File: src/mlfq_pkg.sv
`timescale 1ns / 1ps
// ----------------------------------------------------------------------------
// MLFQ scheduler package
// Codes and the command/status bundles shared by controller and datapath.
// ----------------------------------------------------------------------------
package mlfq_pkg;

  // request action codes
  localparam logic ACT_SCHED = 1'b1;

  // schedule causes (a fourth code acts as a yield)
  localparam logic [1:0] RSN_SLICE = 2'd0;
  localparam logic [1:0] RSN_BLOCK = 2'd2;

  // configuration register indexes
  localparam logic CFG_USE_MLFQ = 1'b0;
  localparam logic CFG_BOOST    = 1'b1;

  typedef struct packed {
    logic capture;
    logic ready_push;
    logic sched_start;
    logic boost_load;
    logic boost_rd;
    logic boost_wr;
    logic boost_next;
    logic demote;
    logic disp_rd;
    logic disp_wr;
    logic load_out;
  } cmd_t;

  typedef struct packed {
    logic in_sched;
    logic boost_hit;
    logic rem_zero;
    logic bq_zero;
    logic found;
    logic out_busy;
  } status_t;

endpackage

File: src/mlfq_thread_scheduler.sv
`timescale 1ns / 1ps
// ----------------------------------------------------------------------------
// MLFQ thread scheduler
// Four-level feedback-queue scheduler with a running-thread register.
// ----------------------------------------------------------------------------
// Takes one request at a time and returns one result per request. A ready
// request steps through capture, queue push and result; a schedule request
// through capture, slice count, boost check, demote, dispatch read, requeue
// and result, with no requeue when there is no thread to dispatch. A boost
// adds a check, a read and a write per moved queue entry and a check per
// lower level, as each entry is read out of the queue memory into a register
// and then written to the level above. The result waits in an output
// register, so the next request is taken as soon as the controller is back in
// idle; a request whose result is ready holds while the previous is stalled.
// Configuration writes are taken at any time (cfg_ready is tied high) and
// must come only while no request is in flight.
// ----------------------------------------------------------------------------
module mlfq_thread_scheduler #(
  parameter int LEVELS      = 4,
  parameter int MAX_THREADS = 16
) (
  input  logic        clk,
  input  logic        rst,
  input  logic        in_valid,
  output logic        in_stall,
  input  logic        action,
  input  logic [3:0]  thread_id,
  input  logic        new_thread,
  input  logic [1:0]  reason,
  output logic        out_valid,
  input  logic        out_stall,
  output logic [3:0]  running_thread,
  output logic        running_valid,
  output logic        switched,
  output logic [2:0]  running_level,
  output logic        queue_full,
  input  logic        cfg_valid,
  output logic        cfg_ready,
  input  logic        cfg_index,
  input  logic [15:0] cfg_data
);
  import mlfq_pkg::*;

  cmd_t    cmd;
  status_t st;

  // registers accept writes every cycle
  assign cfg_ready = 1'b1;

  // sequence each request: push, slice/boost, demote, dispatch, result
  mlfq_ctrl u_ctrl (
    .clk      (clk),
    .rst      (rst),
    .in_valid (in_valid),
    .in_stall (in_stall),
    .st       (st),
    .cmd      (cmd)
  );

  // hold queues, levels, running thread and the result register
  mlfq_dp #(
    .LEVELS      (LEVELS),
    .MAX_THREADS (MAX_THREADS)
  ) u_dp (
    .clk            (clk),
    .rst            (rst),
    .cmd            (cmd),
    .st             (st),
    .cfg_valid      (cfg_valid),
    .cfg_ready      (cfg_ready),
    .cfg_index      (cfg_index),
    .cfg_data       (cfg_data),
    .action         (action),
    .thread_id      (thread_id),
    .new_thread     (new_thread),
    .reason         (reason),
    .out_valid      (out_valid),
    .out_stall      (out_stall),
    .running_thread (running_thread),
    .running_valid  (running_valid),
    .switched       (switched),
    .running_level  (running_level),
    .queue_full     (queue_full)
  );

endmodule

File: src/mlfq_ctrl.sv
`timescale 1ns / 1ps
// ----------------------------------------------------------------------------
// MLFQ scheduler controller
// Sequences one request at a time through the datapath.
// ----------------------------------------------------------------------------
module mlfq_ctrl (
  input  logic              clk,
  input  logic              rst,
  input  logic              in_valid,
  output logic              in_stall,
  input  mlfq_pkg::status_t st,
  output mlfq_pkg::cmd_t    cmd
);
  import mlfq_pkg::*;

  typedef enum logic [10:0] {
    S_IDLE   = 11'b00000000001,
    S_READY  = 11'b00000000010,
    S_SCHED  = 11'b00000000100,
    S_BLOAD  = 11'b00000001000,
    S_BCHK   = 11'b00000010000,
    S_BRD    = 11'b00000100000,
    S_BWR    = 11'b00001000000,
    S_DEMOTE = 11'b00010000000,
    S_DRD    = 11'b00100000000,
    S_DWR    = 11'b01000000000,
    S_DONE   = 11'b10000000000
  } state_t;

  state_t state, state_next;

  assign in_stall = (state != S_IDLE);

  always_ff @(posedge clk) begin
    if (rst) begin
      state <= S_IDLE;
    end else begin
      state <= state_next;
    end
  end

  always_comb begin
    state_next = state;
    cmd        = '0;
    unique case (state)
      S_IDLE: begin
        if (in_valid) begin
          cmd.capture = 1'b1;
          state_next  = st.in_sched ? S_SCHED : S_READY;
        end
      end
      S_READY: begin
        cmd.ready_push = 1'b1;
        state_next     = S_DONE;
      end
      S_SCHED: begin
        cmd.sched_start = 1'b1;
        state_next      = S_BLOAD;
      end
      S_BLOAD: begin
        // skip the boost walk unless the slice counter hit the period
        if (st.boost_hit) begin
          cmd.boost_load = 1'b1;
          state_next     = S_BCHK;
        end else begin
          state_next = S_DEMOTE;
        end
      end
      S_BCHK: begin
        if (!st.rem_zero) begin
          state_next = S_BRD;
        end else if (st.bq_zero) begin
          state_next = S_DEMOTE;
        end else begin
          cmd.boost_next = 1'b1;
        end
      end
      S_BRD: begin
        cmd.boost_rd = 1'b1;
        state_next   = S_BWR;
      end
      S_BWR: begin
        cmd.boost_wr = 1'b1;
        state_next   = S_BCHK;
      end
      S_DEMOTE: begin
        cmd.demote = 1'b1;
        state_next = S_DRD;
      end
      S_DRD: begin
        cmd.disp_rd = 1'b1;
        state_next  = st.found ? S_DWR : S_DONE;
      end
      S_DWR: begin
        cmd.disp_wr = 1'b1;
        state_next  = S_DONE;
      end
      S_DONE: begin
        if (!st.out_busy) begin
          cmd.load_out = 1'b1;
          state_next   = S_IDLE;
        end
      end
      default: state_next = S_IDLE;
    endcase
  end

endmodule

File: src/mlfq_dp.sv
`timescale 1ns / 1ps
// ----------------------------------------------------------------------------
// MLFQ scheduler datapath
// Queue memory, head/count pointers, thread levels and the result register.
// ----------------------------------------------------------------------------
module mlfq_dp #(
  parameter int LEVELS      = 4,
  parameter int MAX_THREADS = 16
) (
  input  logic              clk,
  input  logic              rst,
  input  mlfq_pkg::cmd_t    cmd,
  output mlfq_pkg::status_t st,
  input  logic              cfg_valid,
  input  logic              cfg_ready,
  input  logic              cfg_index,
  input  logic [15:0]       cfg_data,
  input  logic              action,
  input  logic [3:0]        thread_id,
  input  logic              new_thread,
  input  logic [1:0]        reason,
  output logic              out_valid,
  input  logic              out_stall,
  output logic [3:0]        running_thread,
  output logic              running_valid,
  output logic              switched,
  output logic [2:0]        running_level,
  output logic              queue_full
);
  import mlfq_pkg::*;

  localparam int ID_W   = $clog2(MAX_THREADS);
  localparam int LVL_W  = $clog2(LEVELS);
  localparam int CNT_W  = ID_W + 1;
  localparam int DEPTH  = LEVELS * MAX_THREADS;
  localparam int ADDR_W = $clog2(DEPTH);
  localparam logic [LVL_W-1:0] TOP   = LVL_W'(LEVELS - 1);
  localparam logic [CNT_W-1:0] CAP   = CNT_W'(MAX_THREADS);

  logic              use_mlfq;
  logic [15:0]       boost_period;
  logic [15:0]       slice_count;

  logic [ID_W-1:0]   fifo_mem [DEPTH];
  logic [ID_W-1:0]   fifo_head [LEVELS];
  logic [CNT_W-1:0]  fifo_count [LEVELS];
  logic [LVL_W-1:0]  thread_level [MAX_THREADS];

  logic [ID_W-1:0]   tid;
  logic              new_r;
  logic [1:0]        reason_r;
  logic [ID_W-1:0]   run_id;
  logic              run_present;
  logic              keep;
  logic              boost_hit;
  logic              full;
  logic              sw;
  logic [LVL_W-1:0]  bq;
  logic [CNT_W-1:0]  rem;
  logic [ID_W-1:0]   rdata;

  logic [4:0]        tid_red;
  logic [ID_W-1:0]   tid_in;
  logic [LVL_W-1:0]  lvl_rd;
  logic [LVL_W-1:0]  bq_m1;
  logic              found;
  logic [LVL_W-1:0]  disp_q;
  logic              push_en, push_ok, pop_en;
  logic [LVL_W-1:0]  push_q, pop_q;
  logic [ID_W-1:0]   push_id, push_pos, pop_head;
  logic [CNT_W-1:0]  push_sum;
  logic [ADDR_W-1:0] waddr, raddr;
  logic [ID_W-1:0]   head_inc;

  // thread id modulo the thread count
  always_comb begin
    tid_red = {1'b0, thread_id};
    if (MAX_THREADS < 16) begin
      for (int i = 0; i < 8; i++) begin
        if (tid_red >= 5'(MAX_THREADS)) tid_red = tid_red - 5'(MAX_THREADS);
      end
    end
    tid_in = ID_W'(tid_red);
  end

  assign lvl_rd = thread_level[cmd.ready_push ? tid : run_id];
  assign bq_m1  = bq - 1'b1;

  // highest non-empty queue (only the top queue when MLFQ is off)
  always_comb begin
    found  = 1'b0;
    disp_q = TOP;
    if (use_mlfq) begin
      for (int q = 0; q < LEVELS; q++) begin
        if (fifo_count[q] != '0) begin
          found  = 1'b1;
          disp_q = LVL_W'(q);
        end
      end
    end else begin
      found = (fifo_count[TOP] != '0);
    end
  end

  always_comb begin
    push_en = 1'b0;
    push_q  = new_r ? TOP : lvl_rd;
    push_id = tid;
    if (cmd.ready_push) begin
      push_en = 1'b1;
    end else if (cmd.boost_wr) begin
      push_en = 1'b1;
      push_q  = bq + 1'b1;
      push_id = rdata;
    end else if (cmd.disp_wr) begin
      push_en = keep;
      push_q  = use_mlfq ? lvl_rd : TOP;
      push_id = run_id;
    end
  end

  assign pop_en   = cmd.boost_rd | (cmd.disp_rd & found);
  assign pop_q    = cmd.boost_rd ? bq : disp_q;
  assign push_ok  = (fifo_count[push_q] != CAP);
  assign pop_head = fifo_head[pop_q];

  always_comb begin
    push_sum = {1'b0, fifo_head[push_q]} + fifo_count[push_q];
    if (push_sum >= CAP) push_sum = push_sum - CAP;
    push_pos = ID_W'(push_sum);
    head_inc = (pop_head == ID_W'(MAX_THREADS - 1)) ? '0 : pop_head + 1'b1;
  end

  assign waddr = ADDR_W'(int'(push_q) * MAX_THREADS + int'(push_pos));
  assign raddr = ADDR_W'(int'(pop_q) * MAX_THREADS + int'(pop_head));

  always_ff @(posedge clk) begin
    if (push_en && push_ok) fifo_mem[waddr] <= push_id;
    if (pop_en) rdata <= fifo_mem[raddr];
  end

  always_ff @(posedge clk) begin
    if (rst) begin
      for (int q = 0; q < LEVELS; q++) begin
        fifo_head[q]  <= '0;
        fifo_count[q] <= '0;
      end
    end else begin
      for (int q = 0; q < LEVELS; q++) begin
        if (pop_en && pop_q == LVL_W'(q)) begin
          fifo_head[q]  <= head_inc;
          fifo_count[q] <= fifo_count[q] - 1'b1;
        end
        if (push_en && push_ok && push_q == LVL_W'(q)) begin
          fifo_count[q] <= fifo_count[q] + 1'b1;
        end
      end
    end
  end

  always_ff @(posedge clk) begin
    if (rst) begin
      for (int t = 0; t < MAX_THREADS; t++) thread_level[t] <= TOP;
    end else if (cmd.ready_push && new_r) begin
      thread_level[tid] <= TOP;
    end else if (cmd.boost_wr) begin
      thread_level[rdata] <= bq + 1'b1;
    end else if (cmd.demote && use_mlfq && keep && reason_r == RSN_SLICE &&
                 lvl_rd != '0) begin
      thread_level[run_id] <= lvl_rd - 1'b1;
    end
  end

  always_ff @(posedge clk) begin
    if (rst) begin
      use_mlfq     <= 1'b1;
      boost_period <= 16'd8;
    end else if (cfg_valid && cfg_ready) begin
      unique case (cfg_index)
        CFG_USE_MLFQ: use_mlfq     <= cfg_data[0];
        CFG_BOOST:    boost_period <= cfg_data;
        default:      ;
      endcase
    end
  end

  always_ff @(posedge clk) begin
    if (rst) begin
      run_present <= 1'b0;
      run_id      <= '0;
      slice_count <= '0;
      boost_hit   <= 1'b0;
      out_valid   <= 1'b0;
    end else begin
      if (cmd.sched_start) begin
        boost_hit <= 1'b0;
        if (!(run_present && reason_r != RSN_BLOCK)) run_present <= 1'b0;
        if (use_mlfq) begin
          if (slice_count + 16'd1 == boost_period) begin
            boost_hit   <= 1'b1;
            slice_count <= '0;
          end else begin
            slice_count <= slice_count + 16'd1;
          end
        end
      end
      if (cmd.disp_wr) begin
        run_id      <= rdata;
        run_present <= 1'b1;
      end
      if (out_valid && !out_stall) out_valid <= 1'b0;
      if (cmd.load_out) out_valid <= 1'b1;
    end
  end

  always_ff @(posedge clk) begin
    if (cmd.capture) begin
      tid      <= tid_in;
      new_r    <= new_thread;
      reason_r <= reason;
      full     <= 1'b0;
      sw       <= 1'b0;
    end
    if (cmd.sched_start) keep <= run_present && reason_r != RSN_BLOCK;
    if (push_en && !push_ok) full <= 1'b1;
    if (cmd.disp_wr) sw <= 1'b1;
    if (cmd.boost_load) begin
      bq  <= LVL_W'(LEVELS - 2);
      rem <= fifo_count[LEVELS-2];
    end
    if (cmd.boost_rd) rem <= rem - 1'b1;
    if (cmd.boost_next) begin
      bq  <= bq_m1;
      rem <= fifo_count[bq_m1];
    end
    if (cmd.load_out) begin
      running_thread <= run_present ? 4'(run_id) : 4'd0;
      running_valid  <= run_present;
      running_level  <= run_present ? 3'(lvl_rd) + 3'd1 : 3'd0;
      switched       <= sw;
      queue_full     <= full;
    end
  end

  assign st.in_sched  = (action == ACT_SCHED);
  assign st.boost_hit = boost_hit;
  assign st.rem_zero  = (rem == '0);
  assign st.bq_zero   = (bq == '0);
  assign st.found     = found;
  assign st.out_busy  = out_valid && out_stall;

endmodule

File: config.mk
export PLATFORM = sky130hd
export DESIGN_NAME = mlfq_thread_scheduler
export DESIGN_NICKNAME = d
export VERILOG_FILES = /design/src/mlfq_pkg.sv /design/src/mlfq_thread_scheduler.sv /design/src/mlfq_ctrl.sv /design/src/mlfq_dp.sv
export SDC_FILE = /design/constraint.sdc
export NUM_CORES = 1
export LEC_CHECK = 0
export BUFFER_PORTS_ARGS = -buffer_cell sky130_fd_sc_hd__buf_4
export CORE_MARGIN = 2
export CORE_UTILIZATION = 50
export CTS_BUF_LIST = sky130_fd_sc_hd__clkbuf_4
export CTS_CLUSTER_DIAMETER = 80
export DETAILED_ROUTE_END_ITERATION = 8
export GPL_ROUTABILITY_DRIVEN = 0
export PLACE_DENSITY = 0.66
export SLEW_MARGIN = 20
export SYNTH_ARGS = -nofsm -noshare
export SYNTH_HDL_FRONTEND = slang
export SYNTH_HIERARCHICAL = 1
export SYNTH_SLANG_ARGS = --single-unit
File: constraint.sdc
create_clock -name clk -period 12.3 [get_ports clk]
set_input_delay 1.845 -clock clk [delete_from_list [all_inputs] [get_ports clk]]
set_output_delay 1.845 -clock clk [all_outputs]
set_load 0.005 [all_outputs]
==> metrics.md <==
| Metric | Value |
|---|---|
| Outcome | `complete, no violations` |
| Clk sinks | `406` |
| Fin. Hold Viols | `0` |
| Initial antenna violation count | `3` |
| CP required | `12.74 ns` |
| Final nets | `1821` |
| 1st-pass router iterations | `6` |
| Synth Register Bits | `406` |
| Vias in the first global route | `13500` |
| Worst setup SP type | `flip-flop` |
| Clock transition at path regs | `0.06 ns` |
| Routed via count | `13800` |
| PwrDens | `136 nW/µm²` |
| Worst-case clock buffer depth | `3` |
| CORE AREA | `37800 µm²` |
| Count of pins over their slew limit | `0` |
| Std cell rows | `71` |
| Tightest Pin Transition | `1.02 ns` |
| Clock Latency Late Sink | `0.82 ns` |
| Setup slack after layout | `5.33 ns` |
| Syn_area_per_cell | `11.4 µm²` |
| Mapped Area | `19300 µm²` |
| Syn. warnings | `6` |
| Setup crit end | `u_dp/fifo_mem[31][3]$_DFFE_PP_` |
| Peak VDD IR | `124 µV` |
| Routed len/inst | `20.4 µm` |
| CTS Buf Count | `102` |
| TritonCTS clock tree | `done` |
| H-tree depth | `3` |
| Met2 track utilization from global routing | `0.386` |
| Max-slew headroom | `0.318` |
| Reg2reg end | `u_dp/fifo_mem[31][3]$_DFFE_PP_` |
| Worst-path cell with the longest stage delay | `nor3_1` |
| Ports | `43` |
| Routed Antenna Nets | `0` |
| Post-synth cell types | `79` |
| First-pass GRT wire length | `75.0 mm` |
| Drt total wl | `48.2 mm` |
| Input/output buffers | `41` |
| Worst Setup End Kind | `flip-flop` |
| Chip height | `200 µm` |
| P_leak | `7.48 nW` |
| Postcts setup bufs | `0` |
| Gr usage total | `0.241` |
| Post-synth EDFFs | `353` |
| Clk_skew | `0.0473 ns` |
| Met1 global-route usage | `0.310` |
| Most area-consuming cells after synthesis | `edfxtp_1 55%, nand2_1 5.9%, dfxtp_1 5.5%, mux2i_1 3.6%, nor3_1 2.3%` |
| Initial Utilization | `0.509` |
| Cells after Synth | `1689` |
| FF-to-FF path depth | `16` |
| Area of the die | `40100 µm²` |
| Worst Path Arrival | `7.40 ns` |
| Highest Clock Rate | `0.144 GHz` |
| Placement Setup Slack | `5.39 ns` |
| RSZ-0062 raised after global routing | `no` |
| Top Usage Layer GRT | `met2` |
| Post-CTS Resized | `0` |
| Crit path time final | `6.97 ns` |
| Sequential area share after synthesis | `0.605` |
| CTS Hold Bufs | `0` |
| FF-to-FF setup slack | `5.33 ns` |
| Critical path class | `flip-flop to flip-flop` |
| Largest net degree at the start of global routing | `90` |
| Number of DRC markers in iteration 0 | `1238` |
| Met3 usage | `0.0550` |
| Share of cells above drive strength 1 | `0.155` |
| Worst hold path class | `flip-flop to flip-flop` |
| Hold slack | `0.440 ns` |
| Cell Chain, Critical Path | `nor3_1 > nand2_1 > nor4bb_4 > buf_4 > mux2_2 > mux4_2 > a21oi_2 > nand4_4 > nand2_2 > o21ai_0 > o21ai_0 > inv_1 > fa_1 > xor2_1 > nand4_1 > nor3_1` |
| Critical path startpoint | `u_ctrl/state[0]$_SDFFE_PP1P_` |
| Largest area contributor in the netlist | `edfxtp_1` |
| Clock Tree Root | `clkbuf_4` |
| Ys flop type | `edfxtp_1` |
| Setup TNS | `0 ns` |
| Layout area overhead | `11.1%` |
| Critical-path maximum fanout | `22` |
| Fin crit share | `0.566` |
| Grt ovf | `0` |
| Yosys top cell area share | `0.550` |
| Die Width | `200 µm` |
| Max-Cap Viols | `0` |
| Top-count cell post-synth | `edfxtp_1` |
| Post-DP HPWL | `30.9 mm` |
| Max incr delay on CP | `0.76 ns` |
| Synth top cells by count | `353 x edfxtp_1, 303 x nand2_1, 95 x nor2_1` |
| Number of remaining DRC errors | `0` |
| Final setup fails | `0` |
| Vias/cell | `5.85` |
| Total power | `2.92 mW` |
| Ys async rst share | `0` |
| Worst r2r src | `u_ctrl/state[0]$_SDFFE_PP1P_` |
metrics by stage:
step | cell area, µm² | cells | utilization
final | 21400 | 2367 | 0.565
after floorplan | 19300 | 1692 | -
after global routing | 21400 | 2366 | 0.565
after detailed placement | 20100 | 2173 | 0.530
after CTS | 21400 | 2364 | 0.565
after global placement | 20100 | 2173 | 0.530
cell families (layout without fill, tap and decap cells):
kind of cell	count (synthesis)	count (layout)	synth area share
other	1	7	0.000195
buffers and inverters	128	289	0.0284
DFF	406	406	0.605
adders and majority gates	25	25	0.0178
AOI/OAI and AO/OA	249	249	0.0818
xor gates and xnor gates	47	47	0.0214
muxes	95	95	0.0606
and+or+nand+nor	738	738	0.184
layout by cell type, fill, tap and decap left out, types with 21 or more instances in the layout:
cell and instances:
a21oi_1 72, a31oi_1 32, buf_4 60, clkbuf_4 154, clkinv_1 27, dfxtp_1 53, edfxtp_1 353, ha_1 21
inv_1 37, mux2i_1 68, nand2_1 303, nand3_1 84, nand4_1 26, nor2_1 94, nor3_1 89, o21ai_0 52
xnor2_1 26
worst min path at each step:
stage	startpoint	to	slack [ns]	depth (start not counted)
4_1_cts	u_dp/full$_SDFFE_PP1P_	u_dp/queue_full$_DFFE_PP_	0.44	0
6_report	u_dp/sw$_SDFFE_PP1P_	u_dp/switched$_DFFE_PP_	0.44	0
3_5_place_dp	u_dp/full$_SDFFE_PP1P_	u_dp/queue_full$_DFFE_PP_	0.42	0
2_1_floorplan	u_dp/sw$_SDFFE_PP1P_	u_dp/switched$_DFFE_PP_	0.41	0
5_1_grt	u_dp/sw$_SDFFE_PP1P_	u_dp/switched$_DFFE_PP_	0.46	0
3_3_place_gp	u_dp/sw$_SDFFE_PP1P_	u_dp/switched$_DFFE_PP_	0.42	0
where the power goes:
part | switching, mW | internal [mW]
clock network | 0.544 | 0.576
registers | 0.0180 | 1.53
logic | 0.179 | 0.0705
metal layers:
metal  wire, µm  up-vias  share of wire
met5          0        -              0
met4       1910        0          0.040
met3       3610      124          0.075
met2      22800      595           0.47
met1      19900     6631           0.41
li1           -     6486              -
area by class of cell:
type / count / area, µm²
timing repair buffer: 60 / 450
sequential: 406 / 11700
clock inverter: 37 / 165
clock buffer: 154 / 1160
inverter: 38 / 143
tap: 511 / 639
fill: 3304 / 16400
multi-input combinational: 1158 / 7170
antenna: 3 / 7.51
flip-flops by register name, indices dropped and copies added (netlist names), 2 cells and up:
name,cells
u_dp/thread_level,32
u_dp/fifo_count,20
u_ctrl/state,11
u_dp/slice_count,16
u_dp/rem,5
u_dp/bq,2
u_dp/boost_period,16
u_dp/tid,4
u_dp/rdata,4
u_dp/running_thread,4
u_dp/run_id,4
u_dp/running_level,3
u_dp/fifo_head,16
u_dp/reason_r,2
u_dp/fifo_mem,256
worst max-delay path: cells and delay by family, from the launching register on:
kind / cells / cell delay [ns]
XOR/XNOR: 1 / 0.27
adder cells (fa/ha/maj): 1 / 0.44
AO/OA/AOI/OAI: 3 / 0.83
flip-flops: 1 / 0.36
multiplexers: 2 / 0.98
AND/OR/NAND/NOR: 7 / 3.23
buffers and inverters: 2 / 0.49
No activity file was read; power rests on OpenSTA's default activity.
